## src/hdl/sdc_pkg.sv

```systemverilog
package sdc_pkg;

	localparam int MAG_W      = 16;
	localparam int FRAC_W     = 16;
	localparam int N_W        = FRAC_W + 1;   // 0.16 fraction plus one bit so 1.0 is exact
	localparam int CH_W       = 8;
	localparam int CFG_IDX_W  = 2;
	localparam int CFG_DATA_W = 16;

	localparam logic [CFG_IDX_W-1:0] CFG_COLORMAP = 2'd0;
	localparam logic [CFG_IDX_W-1:0] CFG_MIN_DB   = 2'd1;
	localparam logic [CFG_IDX_W-1:0] CFG_MAX_DB   = 2'd2;

	localparam logic signed [MAG_W-1:0] MIN_DB_RST = -16'sd30720;
	localparam logic signed [MAG_W-1:0] MAX_DB_RST = 16'sd0;

	localparam logic [FRAC_W-1:0] DB_ONE = 16'd256;      // 1 dB in q8.8
	localparam logic [N_W-1:0]    N_ONE  = 17'h10000;

	typedef enum logic [1:0] {
		CMAP_INFERNO = 2'd0,
		CMAP_VIRIDIS = 2'd1,
		CMAP_PLASMA  = 2'd2,
		CMAP_JET     = 2'd3
	} cmap_t;

endpackage

```

## src/hdl/sdc_mag_if.sv

```systemverilog
interface sdc_mag_if;
	import sdc_pkg::*;

	logic                    valid;
	logic                    ready;
	logic signed [MAG_W-1:0] magnitude_db;

	modport source (output valid, output magnitude_db, input ready);
	modport sink (input valid, input magnitude_db, output ready);

endinterface

```

## src/hdl/sdc_rgb_if.sv

```systemverilog
interface sdc_rgb_if;
	import sdc_pkg::*;

	logic            valid;
	logic            ready;
	logic [CH_W-1:0] red;
	logic [CH_W-1:0] green;
	logic [CH_W-1:0] blue;

	modport source (output valid, output red, output green, output blue, input ready);
	modport sink (input valid, input red, input green, input blue, output ready);

endinterface

```

## src/hdl/sdc_norm.sv

```systemverilog
module sdc_norm (
	input  logic                             clk,
	input  logic                             arst_n,
	input  logic                             in_valid,
	output logic                             in_ready,
	input  logic signed [sdc_pkg::MAG_W-1:0] magnitude_db,
	input  logic signed [sdc_pkg::MAG_W-1:0] min_db,
	input  logic [sdc_pkg::FRAC_W-1:0]       divisor,
	output logic                             out_valid,
	input  logic                             out_ready,
	output logic [sdc_pkg::N_W-1:0]          n
);
	import sdc_pkg::*;

	localparam int STEPS = FRAC_W;

	logic [MAG_W:0]    diff;
	logic              below;
	logic              above;

	logic              v_s1;
	logic              below_s1;
	logic              above_s1;
	logic [FRAC_W-1:0] rem_s1;
	logic              adv_s1;

	logic              div_v_s     [STEPS];
	logic              div_below_s [STEPS];
	logic              div_above_s [STEPS];
	logic [FRAC_W-1:0] div_rem_s   [STEPS];
	logic [FRAC_W-1:0] div_quo_s   [STEPS];
	logic              adv         [STEPS+1];

	assign diff  = {magnitude_db[MAG_W-1], magnitude_db} - {min_db[MAG_W-1], min_db};
	assign below = diff[MAG_W] || (diff == '0);
	assign above = !below && (diff[FRAC_W-1:0] >= divisor);

	assign adv_s1   = !v_s1 || adv[0];
	assign in_ready = adv_s1;

	always_ff @(posedge clk or negedge arst_n) begin
		if (!arst_n) begin
			v_s1 <= 1'b0;
		end else if (adv_s1) begin
			v_s1 <= in_valid;
		end
	end

	always_ff @(posedge clk) begin
		if (adv_s1 && in_valid) begin
			below_s1 <= below;
			above_s1 <= above;
			rem_s1   <= (below || above) ? '0 : diff[FRAC_W-1:0];
		end
	end

	// restoring divide, one quotient bit per stage
	assign adv[STEPS] = out_ready;

	for (genvar k = 0; k < STEPS; k++) begin : g_div
		logic              src_v;
		logic              src_below;
		logic              src_above;
		logic [FRAC_W-1:0] src_rem;
		logic [FRAC_W-1:0] src_quo;
		logic [FRAC_W:0]   dbl;
		logic              ge;

		if (k == 0) begin : g_first
			assign src_v     = v_s1;
			assign src_below = below_s1;
			assign src_above = above_s1;
			assign src_rem   = rem_s1;
			assign src_quo   = '0;
		end else begin : g_next
			assign src_v     = div_v_s[k-1];
			assign src_below = div_below_s[k-1];
			assign src_above = div_above_s[k-1];
			assign src_rem   = div_rem_s[k-1];
			assign src_quo   = div_quo_s[k-1];
		end

		assign dbl    = {src_rem, 1'b0};
		assign ge     = dbl >= {1'b0, divisor};
		assign adv[k] = !div_v_s[k] || adv[k+1];

		always_ff @(posedge clk or negedge arst_n) begin
			if (!arst_n) begin
				div_v_s[k] <= 1'b0;
			end else if (adv[k]) begin
				div_v_s[k] <= src_v;
			end
		end

		always_ff @(posedge clk) begin
			if (adv[k] && src_v) begin
				div_below_s[k] <= src_below;
				div_above_s[k] <= src_above;
				div_rem_s[k]   <= ge ? FRAC_W'(dbl - {1'b0, divisor}) : dbl[FRAC_W-1:0];
				div_quo_s[k]   <= {src_quo[FRAC_W-2:0], ge};
			end
		end
	end

	assign out_valid = div_v_s[STEPS-1];
	assign n = div_below_s[STEPS-1] ? '0 :
		div_above_s[STEPS-1] ? N_ONE : {1'b0, div_quo_s[STEPS-1]};

	a_s1_capture: assert property (@(posedge clk) disable iff (!arst_n)
		in_valid && in_ready |=> v_s1)
		else $error("accepted transaction did not reach the first stage");

	a_rem_bound: assert property (@(posedge clk) disable iff (!arst_n)
		div_v_s[STEPS-1] && !div_below_s[STEPS-1] && !div_above_s[STEPS-1]
		|-> div_rem_s[STEPS-1] < divisor)
		else $error("divide remainder not below divisor");

endmodule

```

## src/hdl/sdc_cmap.sv

```systemverilog
module sdc_cmap (
	input  logic                      clk,
	input  logic                      arst_n,
	input  logic                      in_valid,
	output logic                      in_ready,
	input  logic [sdc_pkg::N_W-1:0]   n,
	input  sdc_pkg::cmap_t            sel,
	output logic                      out_valid,
	input  logic                      out_ready,
	output logic [sdc_pkg::CH_W-1:0]  red,
	output logic [sdc_pkg::CH_W-1:0]  green,
	output logic [sdc_pkg::CH_W-1:0]  blue
);
	import sdc_pkg::*;

	localparam int K_W   = 18;                 // 255 * slope, or 1 - n for plasma blue
	localparam int P_W   = K_W + N_W;
	localparam int Y_W   = 18;                 // 255 * channel in thousandths
	localparam int SEG_W = 14;                 // quarter of the unit range
	localparam int M_W   = 19;
	localparam int M_SH  = 28;
	localparam int Z_W   = Y_W + M_W;
	localparam int Q_W   = 48;
	localparam int RGB_W = 3 * CH_W;

	localparam logic [K_W-1:0] K_VIR_R = 18'd83895;
	localparam logic [K_W-1:0] K_VIR_G = 18'd224910;
	localparam logic [K_W-1:0] K_VIR_B = 18'd86445;
	localparam logic [K_W-1:0] K_PLA_R = 18'd228735;
	localparam logic [K_W-1:0] K_PLA_G = 18'd176970;
	localparam logic [Y_W-1:0] B_VIR_R = 18'd68085;
	localparam logic [Y_W-1:0] B_VIR_G = 18'd1020;
	localparam logic [Y_W-1:0] B_VIR_B = 18'd83895;
	localparam logic [Y_W-1:0] B_PLA_R = 18'd12750;
	localparam logic [Y_W-1:0] B_PLA_B = 18'd134640;
	localparam logic [17:0]    K_PLA_Q = 18'd120360;
	localparam logic [M_W-1:0] DIV1000_M = 19'd268436;   // ceil(2^28 / 1000)
	localparam logic [N_W+1:0] JET_PEAK  = 19'd98304;    // 1.5 in 0.16
	localparam logic [SEG_W-1:0] SEG_MASK = 14'h3fff;
	localparam logic [N_W-1:0] JET_C_R = 17'd49152;
	localparam logic [N_W-1:0] JET_C_G = 17'd32768;
	localparam logic [N_W-1:0] JET_C_B = 17'd16384;

	function automatic logic [CH_W-1:0] seg_frac(input logic [CH_W-1:0] k,
			input logic [SEG_W:0] t, input logic up);
		logic [SEG_W+CH_W:0] p;
		p = (SEG_W+CH_W+1)'(k) * (SEG_W+CH_W+1)'(t) +
			(up ? (SEG_W+CH_W+1)'(SEG_MASK) : '0);
		return p[SEG_W+CH_W-1:SEG_W];
	endfunction

	function automatic logic [CH_W-1:0] jet_chan(input logic [N_W-1:0] x,
			input logic [N_W-1:0] c);
		logic [N_W-1:0]      d;
		logic [N_W+1:0]      d4;
		logic [N_W:0]        v;
		logic [N_W+CH_W:0]   sc;
		d  = (x > c) ? x - c : c - x;
		d4 = {d, 2'b00};
		v  = (d4 >= JET_PEAK) ? '0 : (N_W+1)'(JET_PEAK - d4);
		if (v > (N_W+1)'(N_ONE)) begin
			v = (N_W+1)'(N_ONE);
		end
		sc = {v, {CH_W{1'b0}}} - (N_W+CH_W+1)'(v);
		return sc[FRAC_W+CH_W-1:FRAC_W];
	endfunction

	// stage 1: slope products and the direct colormaps
	logic [K_W-1:0]    kr, kg, kb;
	logic [P_W-1:0]    pr_c, pg_c, pb_c;
	logic [1:0]        seg;
	logic [SEG_W:0]    t;
	logic [CH_W-1:0]   inf_r, inf_g, inf_b;
	logic [RGB_W-1:0]  dir_c;

	logic              v_s1, v_s2, v_s3, v_s4, v_s5;
	logic              adv_s1, adv_s2, adv_s3, adv_s4, adv_s5;
	cmap_t             sel_s1, sel_s2, sel_s3, sel_s4, sel_s5;
	logic [P_W-1:0]    pr_s1, pg_s1, pb_s1;
	logic [RGB_W-1:0]  dir_s1, dir_s2, dir_s3, dir_s4;
	logic [Y_W-1:0]    yr_s2, yg_s2, yb_s2;
	logic [FRAC_W-1:0] pq_s2;
	logic [Y_W-1:0]    yr_s3, yg_s3, yb_s3;
	logic [CH_W-1:0]   zr_s4, zg_s4, zb_s4;
	logic [CH_W-1:0]   red_s5, green_s5, blue_s5;

	logic [Y_W-1:0]    br, bg, bb;
	logic [Q_W-1:0]    pq_c;
	logic [Z_W-1:0]    zr_c, zg_c, zb_c;

	assign adv_s5   = !v_s5 || out_ready;
	assign adv_s4   = !v_s4 || adv_s5;
	assign adv_s3   = !v_s3 || adv_s4;
	assign adv_s2   = !v_s2 || adv_s3;
	assign adv_s1   = !v_s1 || adv_s2;
	assign in_ready = adv_s1;

	always_comb begin
		kr = '0;
		kg = '0;
		kb = '0;
		unique case (sel)
			CMAP_VIRIDIS: begin
				kr = K_VIR_R;
				kg = K_VIR_G;
				kb = K_VIR_B;
			end
			CMAP_PLASMA: begin
				kr = K_PLA_R;
				kg = K_PLA_G;
				kb = K_W'(N_ONE) - K_W'(n);    // blue takes n * (1 - n)
			end
			CMAP_INFERNO, CMAP_JET: begin
			end
		endcase
	end

	assign pr_c = P_W'(kr) * P_W'(n);
	assign pg_c = P_W'(kg) * P_W'(n);
	assign pb_c = P_W'(kb) * P_W'(n);

	assign seg = n[N_W-1] ? 2'd3 : n[FRAC_W-1:SEG_W];
	assign t   = n[N_W-1] ? {1'b1, {SEG_W{1'b0}}} : {1'b0, n[SEG_W-1:0]};

	always_comb begin
		unique case (seg)
			2'd0: begin
				inf_r = seg_frac(8'd80, t, 1'b0);
				inf_g = '0;
				inf_b = 8'd40 + seg_frac(8'd100, t, 1'b0);
			end
			2'd1: begin
				inf_r = 8'd80 + seg_frac(8'd175, t, 1'b0);
				inf_g = seg_frac(8'd30, t, 1'b0);
				inf_b = 8'd140 - seg_frac(8'd60, t, 1'b1);
			end
			2'd2: begin
				inf_r = 8'd255;
				inf_g = 8'd30 + seg_frac(8'd170, t, 1'b0);
				inf_b = 8'd80 - seg_frac(8'd80, t, 1'b1);
			end
			2'd3: begin
				inf_r = 8'd255;
				inf_g = 8'd200 + seg_frac(8'd55, t, 1'b0);
				inf_b = seg_frac(8'd180, t, 1'b0);
			end
		endcase
	end

	assign dir_c = (sel == CMAP_JET) ?
		{jet_chan(n, JET_C_R), jet_chan(n, JET_C_G), jet_chan(n, JET_C_B)} :
		{inf_r, inf_g, inf_b};

	// stage 2: add intercepts, second product for plasma blue
	always_comb begin
		br = '0;
		bg = '0;
		bb = '0;
		unique case (sel_s1)
			CMAP_VIRIDIS: begin
				br = B_VIR_R;
				bg = B_VIR_G;
				bb = B_VIR_B;
			end
			CMAP_PLASMA: begin
				br = B_PLA_R;
			end
			CMAP_INFERNO, CMAP_JET: begin
			end
		endcase
	end

	assign pq_c = Q_W'(K_PLA_Q) * Q_W'(pb_s1[2*FRAC_W-2:0]);

	// stage 4: divide by 1000 through the reciprocal
	assign zr_c = Z_W'(yr_s3) * Z_W'(DIV1000_M);
	assign zg_c = Z_W'(yg_s3) * Z_W'(DIV1000_M);
	assign zb_c = Z_W'(yb_s3) * Z_W'(DIV1000_M);

	always_ff @(posedge clk or negedge arst_n) begin
		if (!arst_n) begin
			v_s1 <= 1'b0;
			v_s2 <= 1'b0;
			v_s3 <= 1'b0;
			v_s4 <= 1'b0;
			v_s5 <= 1'b0;
		end else begin
			if (adv_s1) v_s1 <= in_valid;
			if (adv_s2) v_s2 <= v_s1;
			if (adv_s3) v_s3 <= v_s2;
			if (adv_s4) v_s4 <= v_s3;
			if (adv_s5) v_s5 <= v_s4;
		end
	end

	always_ff @(posedge clk) begin
		if (adv_s1 && in_valid) begin
			sel_s1 <= sel;
			pr_s1  <= pr_c;
			pg_s1  <= pg_c;
			pb_s1  <= pb_c;
			dir_s1 <= dir_c;
		end
		if (adv_s2 && v_s1) begin
			sel_s2 <= sel_s1;
			yr_s2  <= br + Y_W'(pr_s1[P_W-1:FRAC_W]);
			yg_s2  <= bg + Y_W'(pg_s1[P_W-1:FRAC_W]);
			yb_s2  <= bb + Y_W'(pb_s1[P_W-1:FRAC_W]);
			pq_s2  <= pq_c[Q_W-1:2*FRAC_W];
			dir_s2 <= dir_s1;
		end
		if (adv_s3 && v_s2) begin
			sel_s3 <= sel_s2;
			yr_s3  <= yr_s2;
			yg_s3  <= yg_s2;
			yb_s3  <= (sel_s2 == CMAP_PLASMA) ? B_PLA_B + Y_W'(pq_s2) : yb_s2;
			dir_s3 <= dir_s2;
		end
		if (adv_s4 && v_s3) begin
			sel_s4 <= sel_s3;
			zr_s4  <= zr_c[M_SH+CH_W-1:M_SH];
			zg_s4  <= zg_c[M_SH+CH_W-1:M_SH];
			zb_s4  <= zb_c[M_SH+CH_W-1:M_SH];
			dir_s4 <= dir_s3;
		end
		if (adv_s5 && v_s4) begin
			sel_s5 <= sel_s4;
			if (sel_s4 == CMAP_INFERNO || sel_s4 == CMAP_JET) begin
				{red_s5, green_s5, blue_s5} <= dir_s4;
			end else begin
				red_s5   <= zr_s4;
				green_s5 <= zg_s4;
				blue_s5  <= zb_s4;
			end
		end
	end

	assign out_valid = v_s5;
	assign red       = red_s5;
	assign green     = green_s5;
	assign blue      = blue_s5;

	a_inferno_order: assert property (@(posedge clk) disable iff (!arst_n)
		v_s5 && sel_s5 == CMAP_INFERNO && green_s5 != '0 |-> red_s5 >= 8'd80)
		else $error("inferno green rose before red left the first segment");

	a_viridis_green: assert property (@(posedge clk) disable iff (!arst_n)
		v_s5 && sel_s5 == CMAP_VIRIDIS |-> green_s5 != '0)
		else $error("viridis green below its floor");

endmodule

```

## src/hdl/spectrogram_db_colorizer_core.sv

```systemverilog
// channel  dir  handshake           payload
// bin      in   valid / ready       magnitude_db  (signed q8.8 dB)
// pixel    out  valid / ready       red, green, blue  (8 bit each)
// cfg      in   cfg_we, no wait     cfg_index, cfg_data
//
// one bin accepted per cycle while pixel does not stall; the path is an input stage,
// sixteen one-bit divide stages for the normalisation and five colour map stages
// reset clears every stage valid bit and loads inferno, -120 dB and 0 dB
// a stalled pixel holds the last stage; earlier stages keep filling bubbles,
// so bin.ready drops only once every stage holds a transaction
module spectrogram_db_colorizer_core (
	input  logic                              clk,
	input  logic                              arst_n,
	input  logic                              cfg_we,
	input  logic [sdc_pkg::CFG_IDX_W-1:0]     cfg_index,
	input  logic [sdc_pkg::CFG_DATA_W-1:0]    cfg_data,
	sdc_mag_if.sink                           bin,
	sdc_rgb_if.source                         pixel
);
	import sdc_pkg::*;

	cmap_t                   colormap_q;
	logic signed [MAG_W-1:0] min_db_q;
	logic signed [MAG_W-1:0] max_db_q;

	logic [MAG_W:0]          range_c;
	logic [FRAC_W-1:0]       divisor;

	logic                    nrm_valid;
	logic                    nrm_ready;
	logic [N_W-1:0]          nrm_n;

	always_ff @(posedge clk or negedge arst_n) begin
		if (!arst_n) begin
			colormap_q <= CMAP_INFERNO;
			min_db_q   <= MIN_DB_RST;
			max_db_q   <= MAX_DB_RST;
		end else if (cfg_we) begin
			unique case (cfg_index)
				CFG_COLORMAP: colormap_q <= cmap_t'(cfg_data[1:0]);
				CFG_MIN_DB:   min_db_q   <= cfg_data[MAG_W-1:0];
				CFG_MAX_DB:   max_db_q   <= cfg_data[MAG_W-1:0];
				default: begin
				end
			endcase
		end
	end

	// empty or inverted range falls back to 1 dB
	assign range_c = {max_db_q[MAG_W-1], max_db_q} - {min_db_q[MAG_W-1], min_db_q};
	assign divisor = (range_c[MAG_W] || range_c == '0) ? DB_ONE : range_c[FRAC_W-1:0];

	sdc_norm u_norm (
		.clk          (clk),
		.arst_n       (arst_n),
		.in_valid     (bin.valid),
		.in_ready     (bin.ready),
		.magnitude_db (bin.magnitude_db),
		.min_db       (min_db_q),
		.divisor      (divisor),
		.out_valid    (nrm_valid),
		.out_ready    (nrm_ready),
		.n            (nrm_n)
	);

	sdc_cmap u_cmap (
		.clk       (clk),
		.arst_n    (arst_n),
		.in_valid  (nrm_valid),
		.in_ready  (nrm_ready),
		.n         (nrm_n),
		.sel       (colormap_q),
		.out_valid (pixel.valid),
		.out_ready (pixel.ready),
		.red       (pixel.red),
		.green     (pixel.green),
		.blue      (pixel.blue)
	);

endmodule
```

## src/flat_wrapper.sv

```systemverilog
// flat-port wrapper written by rule: the top's interface ports become plain ports
module spectrogram_db_colorizer_core_flat import sdc_pkg::*;
  (clk, arst_n, cfg_we, cfg_index, cfg_data, bin_valid, bin_magnitude_db, bin_ready, pixel_valid, pixel_red, pixel_green, pixel_blue, pixel_ready);
  sdc_mag_if bin_i ();
  sdc_rgb_if pixel_i ();
  input  logic clk;
  input  logic arst_n;
  input  logic cfg_we;
  input  logic [sdc_pkg::CFG_IDX_W-1:0] cfg_index;
  input  logic [sdc_pkg::CFG_DATA_W-1:0] cfg_data;
  input wire logic [$bits(bin_i.valid)-1:0] bin_valid;
  input wire logic [$bits(bin_i.magnitude_db)-1:0] bin_magnitude_db;
  output wire logic [$bits(bin_i.ready)-1:0] bin_ready;
  output wire logic [$bits(pixel_i.valid)-1:0] pixel_valid;
  output wire logic [$bits(pixel_i.red)-1:0] pixel_red;
  output wire logic [$bits(pixel_i.green)-1:0] pixel_green;
  output wire logic [$bits(pixel_i.blue)-1:0] pixel_blue;
  input wire logic [$bits(pixel_i.ready)-1:0] pixel_ready;
  assign bin_i.valid = bin_valid;
  assign bin_i.magnitude_db = bin_magnitude_db;
  assign bin_ready = bin_i.ready;
  assign pixel_valid = pixel_i.valid;
  assign pixel_red = pixel_i.red;
  assign pixel_green = pixel_i.green;
  assign pixel_blue = pixel_i.blue;
  assign pixel_i.ready = pixel_ready;
  spectrogram_db_colorizer_core u_core (.clk(clk), .arst_n(arst_n), .cfg_we(cfg_we), .cfg_index(cfg_index), .cfg_data(cfg_data), .bin(bin_i), .pixel(pixel_i));
endmodule
```

## config.mk

```make
export PLATFORM = sky130hd
export DESIGN_NAME = spectrogram_db_colorizer_core_flat
export DESIGN_NICKNAME = d
export VERILOG_FILES = /design/src/hdl/sdc_pkg.sv /design/src/hdl/sdc_mag_if.sv /design/src/hdl/sdc_rgb_if.sv /design/src/hdl/sdc_norm.sv /design/src/hdl/sdc_cmap.sv /design/src/hdl/spectrogram_db_colorizer_core.sv /design/src/flat_wrapper.sv
export SDC_FILE = /design/constraint.sdc
export NUM_CORES = 2
export LEC_CHECK = 0
export BUFFER_PORTS_ARGS = -buffer_cell sky130_fd_sc_hd__buf_2
export CAP_MARGIN = 20
export CORE_MARGIN = 5
export CORE_UTILIZATION = 68
export CTS_BUF_LIST = sky130_fd_sc_hd__clkbuf_8
export DETAILED_ROUTE_END_ITERATION = 7
export MAX_ROUTING_LAYER = met4
export PLACE_DENSITY = 0.88
export SLEW_MARGIN = 10
export SYNTH_ARGS = -nofsm -noshare
export SYNTH_HDL_FRONTEND = slang
export SYNTH_SLANG_ARGS = --single-unit
```

## constraint.sdc

```tcl
create_clock -name clk -period 12.4 [get_ports clk]
set_input_delay 1.24 -clock clk [delete_from_list [all_inputs] [get_ports clk]]
set_output_delay 1.24 -clock clk [all_outputs]
set_load 0.01 [all_outputs]
```

# Word level (Yosys, flattened, before mapping)
# Memories as Yosys holds them, arrays and structs flattened.
# Cells that the tools add are included.
# Widths: inputs -> output; s select.
[word_totals] memories=4 output_inout_bits=26 register_bits=452 wordCells=309 mem_bits_rw=544 inputBits=39
[classes] eq_ne=12 n_mux=76 addsub=43 reduce_logical=81 mul=15 n_lt_le_gt_ge=26
[mem_list] name="u_core.u_norm.div_quo_s" depth=16 width=16 read_ports=16 rd_clocked_by_memory_dff=0 write_ports=16 line="sdc_norm.sv:31" rtl="logic [FRAC_W-1:0] div_quo_s [STEPS];"
[mem_list] name="u_core.u_norm.div_rem_s" depth=16 width=16 read_ports=15 rd_clocked_by_memory_dff=0 write_ports=16 line="sdc_norm.sv:30" rtl="logic [FRAC_W-1:0] div_rem_s [STEPS];"
[mem_list] name="u_core.u_norm.div_above_s" depth=16 width=1 read_ports=16 rd_clocked_by_memory_dff=0 write_ports=16 line="sdc_norm.sv:29" rtl="logic div_above_s [STEPS];"
[mem_list] name="u_core.u_norm.div_below_s" depth=16 width=1 read_ports=16 rd_clocked_by_memory_dff=0 write_ports=16 line="sdc_norm.sv:28" rtl="logic div_below_s [STEPS];"
[ops] op="$ge 17x16->1" count=16
[ops] op="$mux 16" count=17
[ops] op="$sub 16x16->16" count=16
[ops] op="$mux 18" count=7
[ops] op="$pmux 18 s2" count=3
[ops] op="$mul 18x17->34" count=3
[ops] op="$mul 18x17->34 const B" count=3
[ops] op="$mux 17" count=6
[ops] op="$sub 24x18->24" count=3
[ops] op="$pmux 8 s4" count=2
[ops] op="$ge 19x17->1 const B" count=3
[ops] op="$gt 18x17->1 const B" count=3
[ops] op="$sub 17x18->18 const A" count=3
[ops] op="$mul 14x31->45 const A" count=1
[ops] op="$mul 4x15->19 const A" count=2
[ops] op="$add 17x18->18" count=2
[ops] op="$gt 17x16->1 const B" count=2
[ops] op="$logic_not 17->1" count=2
[ops] op="$pmux 17 s2" count=1
[ops] op="$sub 16x16->17" count=2
[ops] op="$sub 16x17->17 const A" count=2
[ops] op="$sub 17x16->17 const B" count=2
[ops] op="$mux 1" count=32
[ops] op="$logic_or 1x1->1" count=26
[ops] op="34 further kinds" count=94

# Depth between registers and ports, before layout
[depth] depth_word=25 depth_mapped=37 ltp_nobuf=32

# By module
# A second synthesis with hierarchy kept.
[unflattened] hier_cells=9637 area_unflattened_um2=100288.7
[by_module_without_submodules] module="sdc_cmap" seq_area_each_um2=10515.1 instances=1 area_per_inst_um2=68851.0 cells_each=6810
[by_module_without_submodules] module="sdc_norm" seq_area_each_um2=13217.7 instances=1 area_per_inst_um2=29047.9 cells_each=2586
[by_module_without_submodules] module="spectrogram_db_colorizer_core" seq_area_each_um2=853.3 instances=1 area_per_inst_um2=2389.8 cells_each=241

# Least setup slack after synthesis
# No wires, ideal clock.
[synth_timing] kind="reg-to-reg" from="mem u_core.u_norm.div_below_s[15][0] (netlist: u_core.u_norm.div_below_s[1][7])" to="reg u_core.u_cmap.pb_s1[33] (data pin)" setup_slack_ps=3601 stages_incl_launch_ff=37 required_time_ps=12140 path_buffers=4 setup_time_ps=260 t_arrival_ps=8539 period_less_slack_ps=8799 path_cell_list="edfxtp_1 > buf_2 > buf_1 > nor3b_1 > inv_1 > clkbuf_1 > ha_1 > clkbuf_1 > or3b_2 > o41ai_1 > nand2_1 > xnor2_1 > nor2_1 > nor2_1 > nor2_1 > fa_1 > inv_1 > fa_1 > inv_1 > fa_1 > fa_1 > fa_1 > inv_1 > fa_1 > inv_1 > ha_1 > a21oi_1 > nor2b_1 > o21ai_0 > nand2b_1 > and2_1 > a31oi_1 > a21oi_1 > a31oi_1 > o21ai_0 > a21oi_1 > xnor2_1"
[synth_lines] item="start: declaration" line="sdc_norm.sv:28"
[synth_lines] item="end signal: assignment" line="sdc_cmap.sv:201" rtl="pb_s1 <= pb_c;"
[synth_lines] item="end: declaration" line="sdc_cmap.sv:79" rtl="logic [P_W-1:0] pr_s1, pg_s1, pb_s1;"

==> summary.md <==
| Metric | Value |
|---|---|
| Achievable Freq | `93.39 MHz` |
| Number of global-route vias before repair | `roughly 77000` |
| Critical-path top delay cell | `ha_1` |
| Bufs on Longest Clock Path | `3` |
| Critical path's most frequent cell | `fa_1` |
| CORE AREA | `around 0.15 mm2` |
| Post-DP HPWL | `about 200 mm` |
| R2r worst-path depth | `32` |
| Post-synth EDFFs | `about 770` |
| Relative slew slack | `0.2238` |
| Hold Path Stages | `0` |
| Clk sinks | `828` |
| Root Driver | `clkbuf_8` |
| Die width | `approximately 390 um` |
| Final cell count without fillers | `roughly 12000` |
| Layout filler cell count | `just under 10000` |
| Post-layout min period | `about 11 ns` |
| RSZ-0062 raised after global routing | `no` |
| Final Hold Vio Count | `0` |
| Synth Flop Type | `edfxtp_1` |
| Total wire length | `approximately 260 mm` |
| Syn Inst Count | `9624` |
| Synth top area share | `0.2345` |
| Drt initial violations | `between 5000 and 6000` |
| Post-synthesis sequential area ratio | `0.2487` |
| CTS clk-pin slew, worst paths | `~0.06 ns` |
| R2r startpoint | `u_core.u_norm.div_below_s[1][7]` |
| Clock tree from TritonCTS | `built` |
| Beginning of the critical path | `u_core.u_norm.div_below_s[1][7]` |
| Initial antenna violation count | `10` |
| Status | `complete, no violations` |
| Cells after DPL | `between 10000 and 15000` |
| Post-CTS Hold Fix Bufs | `0` |
| Asr flop ratio synth | `0.06763` |
| Initial Utilization | `0.6817` |
| GR Util All Layers | `0.3498` |
| Startpoint Class | `register` |
| Die Area | `0.1531 mm2` |
| Setup CP Type | `register to register` |
| Yosys cell types | `117` |
| CTS Buf Count | `142` |
| CP arrival | `between 10 and 15 ns` |
| Most common cell in the synthesized netlist | `inv_1` |
| Max-slew violations | `0` |
| Setup Viol. Count Final | `0` |
| Final ANT Viol Nets | `0` |
| Vias | `between 70000 and 80000` |
| # IOs | `between 60 and 70` |
| Syn Area/Cell | `10.27 um2` |
| Post-CTS setup repair buffer count | `0` |
| Hold path startpoint | `u_core.u_norm.div_quo_s[1][1]` |
| Largest net degree at the start of global routing | `roughly 60` |
| Die span in y | `around 390 um` |
| Critical Path RT | `between 10 and 15 ns` |
| Setup total negative slack | `0 ns` |
| Setup crit end kind | `register` |
| Vias per cell | `6.139` |
| Layout Skew | `about 0.078 ns` |
| Max H-tree Level | `4` |
| Input/output buffers | `64` |
| Post-cts resize count | `0` |
| Clock Latency Late Sink | `around 0.91 ns` |
| # DRC | `0` |
| R2R Path End | `u_core.u_cmap.pb_s1[33]` |
| Largest area contributor in the netlist | `edfxtp_1` |
| Aggregate global routing overflow | `0` |
| Max-cap viol count | `0` |
| Post-layout util | `0.7228` |
| Synthesized flop and latch total | `approximately 830` |
| First-pass GRT wire length | `between 400 and 500 mm` |
| Hold Crit Endpoint | `u_core.u_norm.div_quo_s[1][18]` |
| WL per Instance | `~22 um` |
| Total Nets Final | `around 12000` |
| Number of iterations in the first detailed-routing pass | `8` |
| Placer Congestion | `slightly below 1` |
| Ys Warns | `0` |
| Flop-to-flop setup slack | `1.69 ns` |
| Max Fanout on Critical Path | `26` |
| Post-synth top cells | `inv_1, ha_1, fa_1` |
| Site Rows | `140` |
| Worst slew pin tran | `approximately 1.2 ns` |
| Final worst path period share | `0.8636` |
| Area grow syn2layout | `6.026%` |
| Layout cells sized above 1 | `0.06719` |
| Area contributors post-synth | `edfxtp_1, fa_1, ha_1, inv_1, xnor2_1` |
| Largest stage delay, worst path | `~0.9 ns` |
| Post-synthesis cell area | `~0.1 mm2` |
| Hold Path Class | `register to register` |
-- routing by layer --
metal | routed length (um) | part of all wire | track usage
met3 | 18910 | 0.074 | 0.05916
met5 | 0 | 0 | -
met2 | 124100 | 0.48 | 0.5749
met4 | 14450 | 0.056 | 0.1671
met1 | 98920 | 0.39 | 0.4237
-- stage by stage --
step           setup slack, ns  hold WS (ns)  instance area (um2)
2_1_floorplan            3.601        0.4003                98970
3_3_place_gp             2.310        0.4001               101900
3_5_place_dp             1.886        0.4045               101900
4_1_cts                  1.868        0.3823               104700
5_1_grt                  1.137        0.4072               104800
6_report                 1.692        0.3927               104800
-- area by class of cell --
cell class,count,area [um2],share of cell area
multi-input combinational,6881,67140,0.6404
sequential,828,24590,0.2345
inverter,1771,6648,0.06341
tap,1917,2399,0.02288
clock buffer,149,2051,0.01956
timing repair buffer,171,1174,0.01119
clock inverter,112,819.5,0.007817
antenna,7,17.52,0.0001671
-- cell families after synthesis --
family | Yosys count | synth area share
XOR/XNOR | 462 | 0.04128
buffers and inverters | 1939 | 0.07413
AO/OA/AOI/OAI | 1511 | 0.09950
multiplexers | 202 | 0.02316
AND/OR/NAND/NOR | 2069 | 0.1004
flip-flops | 828 | 0.2487
other | 2 | 0.00007595
adder cells (fa/ha/maj) | 2611 | 0.4128
-- state kept, by name (all words and copies together), names as in the netlist, 24 cells and up --
register / count
u_core.u_norm.div_quo_s: 136
u_core.u_norm.div_rem_s: 240
u_core.u_cmap.dir_s3: 24
u_core.u_cmap.dir_s1: 24
u_core.u_cmap.dir_s2: 24
u_core.u_cmap.dir_s4: 24
u_core.u_cmap.pb_s1: 34
-- placed cells by master, fill, tap and decap left out, drive strengths merged, types with 32 or more instances in the layout --
| master | count |
|---|---|
| nor3b | 32 |
| a21o | 184 |
| inv | 1811 |
| o21bai | 41 |
| o31ai | 43 |
| or3 | 37 |
| a21boi | 46 |
| edfxtp | 772 |
| buf | 171 |
| ha | 1524 |
| a21oi | 390 |
| or2 | 36 |
| clkinv | 60 |
| clkbuf | 149 |
| nor2 | 635 |
| o21ai | 354 |
| nor4 | 48 |
| mux2 | 171 |
| nand4 | 58 |
| nand2b | 94 |
| xnor2 | 318 |
| a211oi | 46 |
| nand2 | 551 |
| and3 | 70 |
| dfrtp | 54 |
| nor2b | 93 |
| xor2 | 142 |
| o211ai | 38 |
| nand3 | 133 |
| o21a | 68 |
| a31oi | 63 |
| nor3 | 150 |
| and2 | 52 |
| fa | 1086 |
-- how the worst max path moves through the flow --
| stage | end | slack, ns | cells after the start |
|---|---|---|---|
| after floorplan | u_core.u_cmap.pb_s1[33] | 3.60 | 36 |
| after global placement | u_core.u_cmap.pb_s1[33] | 2.31 | 32 |
| after detailed placement | u_core.u_cmap.pb_s1[33] | 1.89 | 32 |
| after CTS | u_core.u_cmap.pb_s1[33] | 1.87 | 32 |
| after global routing | u_core.u_cmap.pb_s1[33] | 1.14 | 32 |
| final | u_core.u_cmap.pb_s1[33] | 1.69 | 32 |
-- critical path: cells and delay by family (launching register included) --
| kind | cells | cell delay, ns |
|---|---|---|
| DFF | 1 | 0.85 |
| adders and majority gates | 8 | 4.26 |
| buffers and inverters | 5 | 0.64 |
| and+or+nand+nor | 9 | 2.03 |
| AOI/OAI and AO/OA | 8 | 2.35 |
| xor gates and xnor gates | 2 | 0.32 |
Power is left out: the tool's default activity adds up to more than one toggle a clock period on the data nets, which glitch-free logic cannot reach.
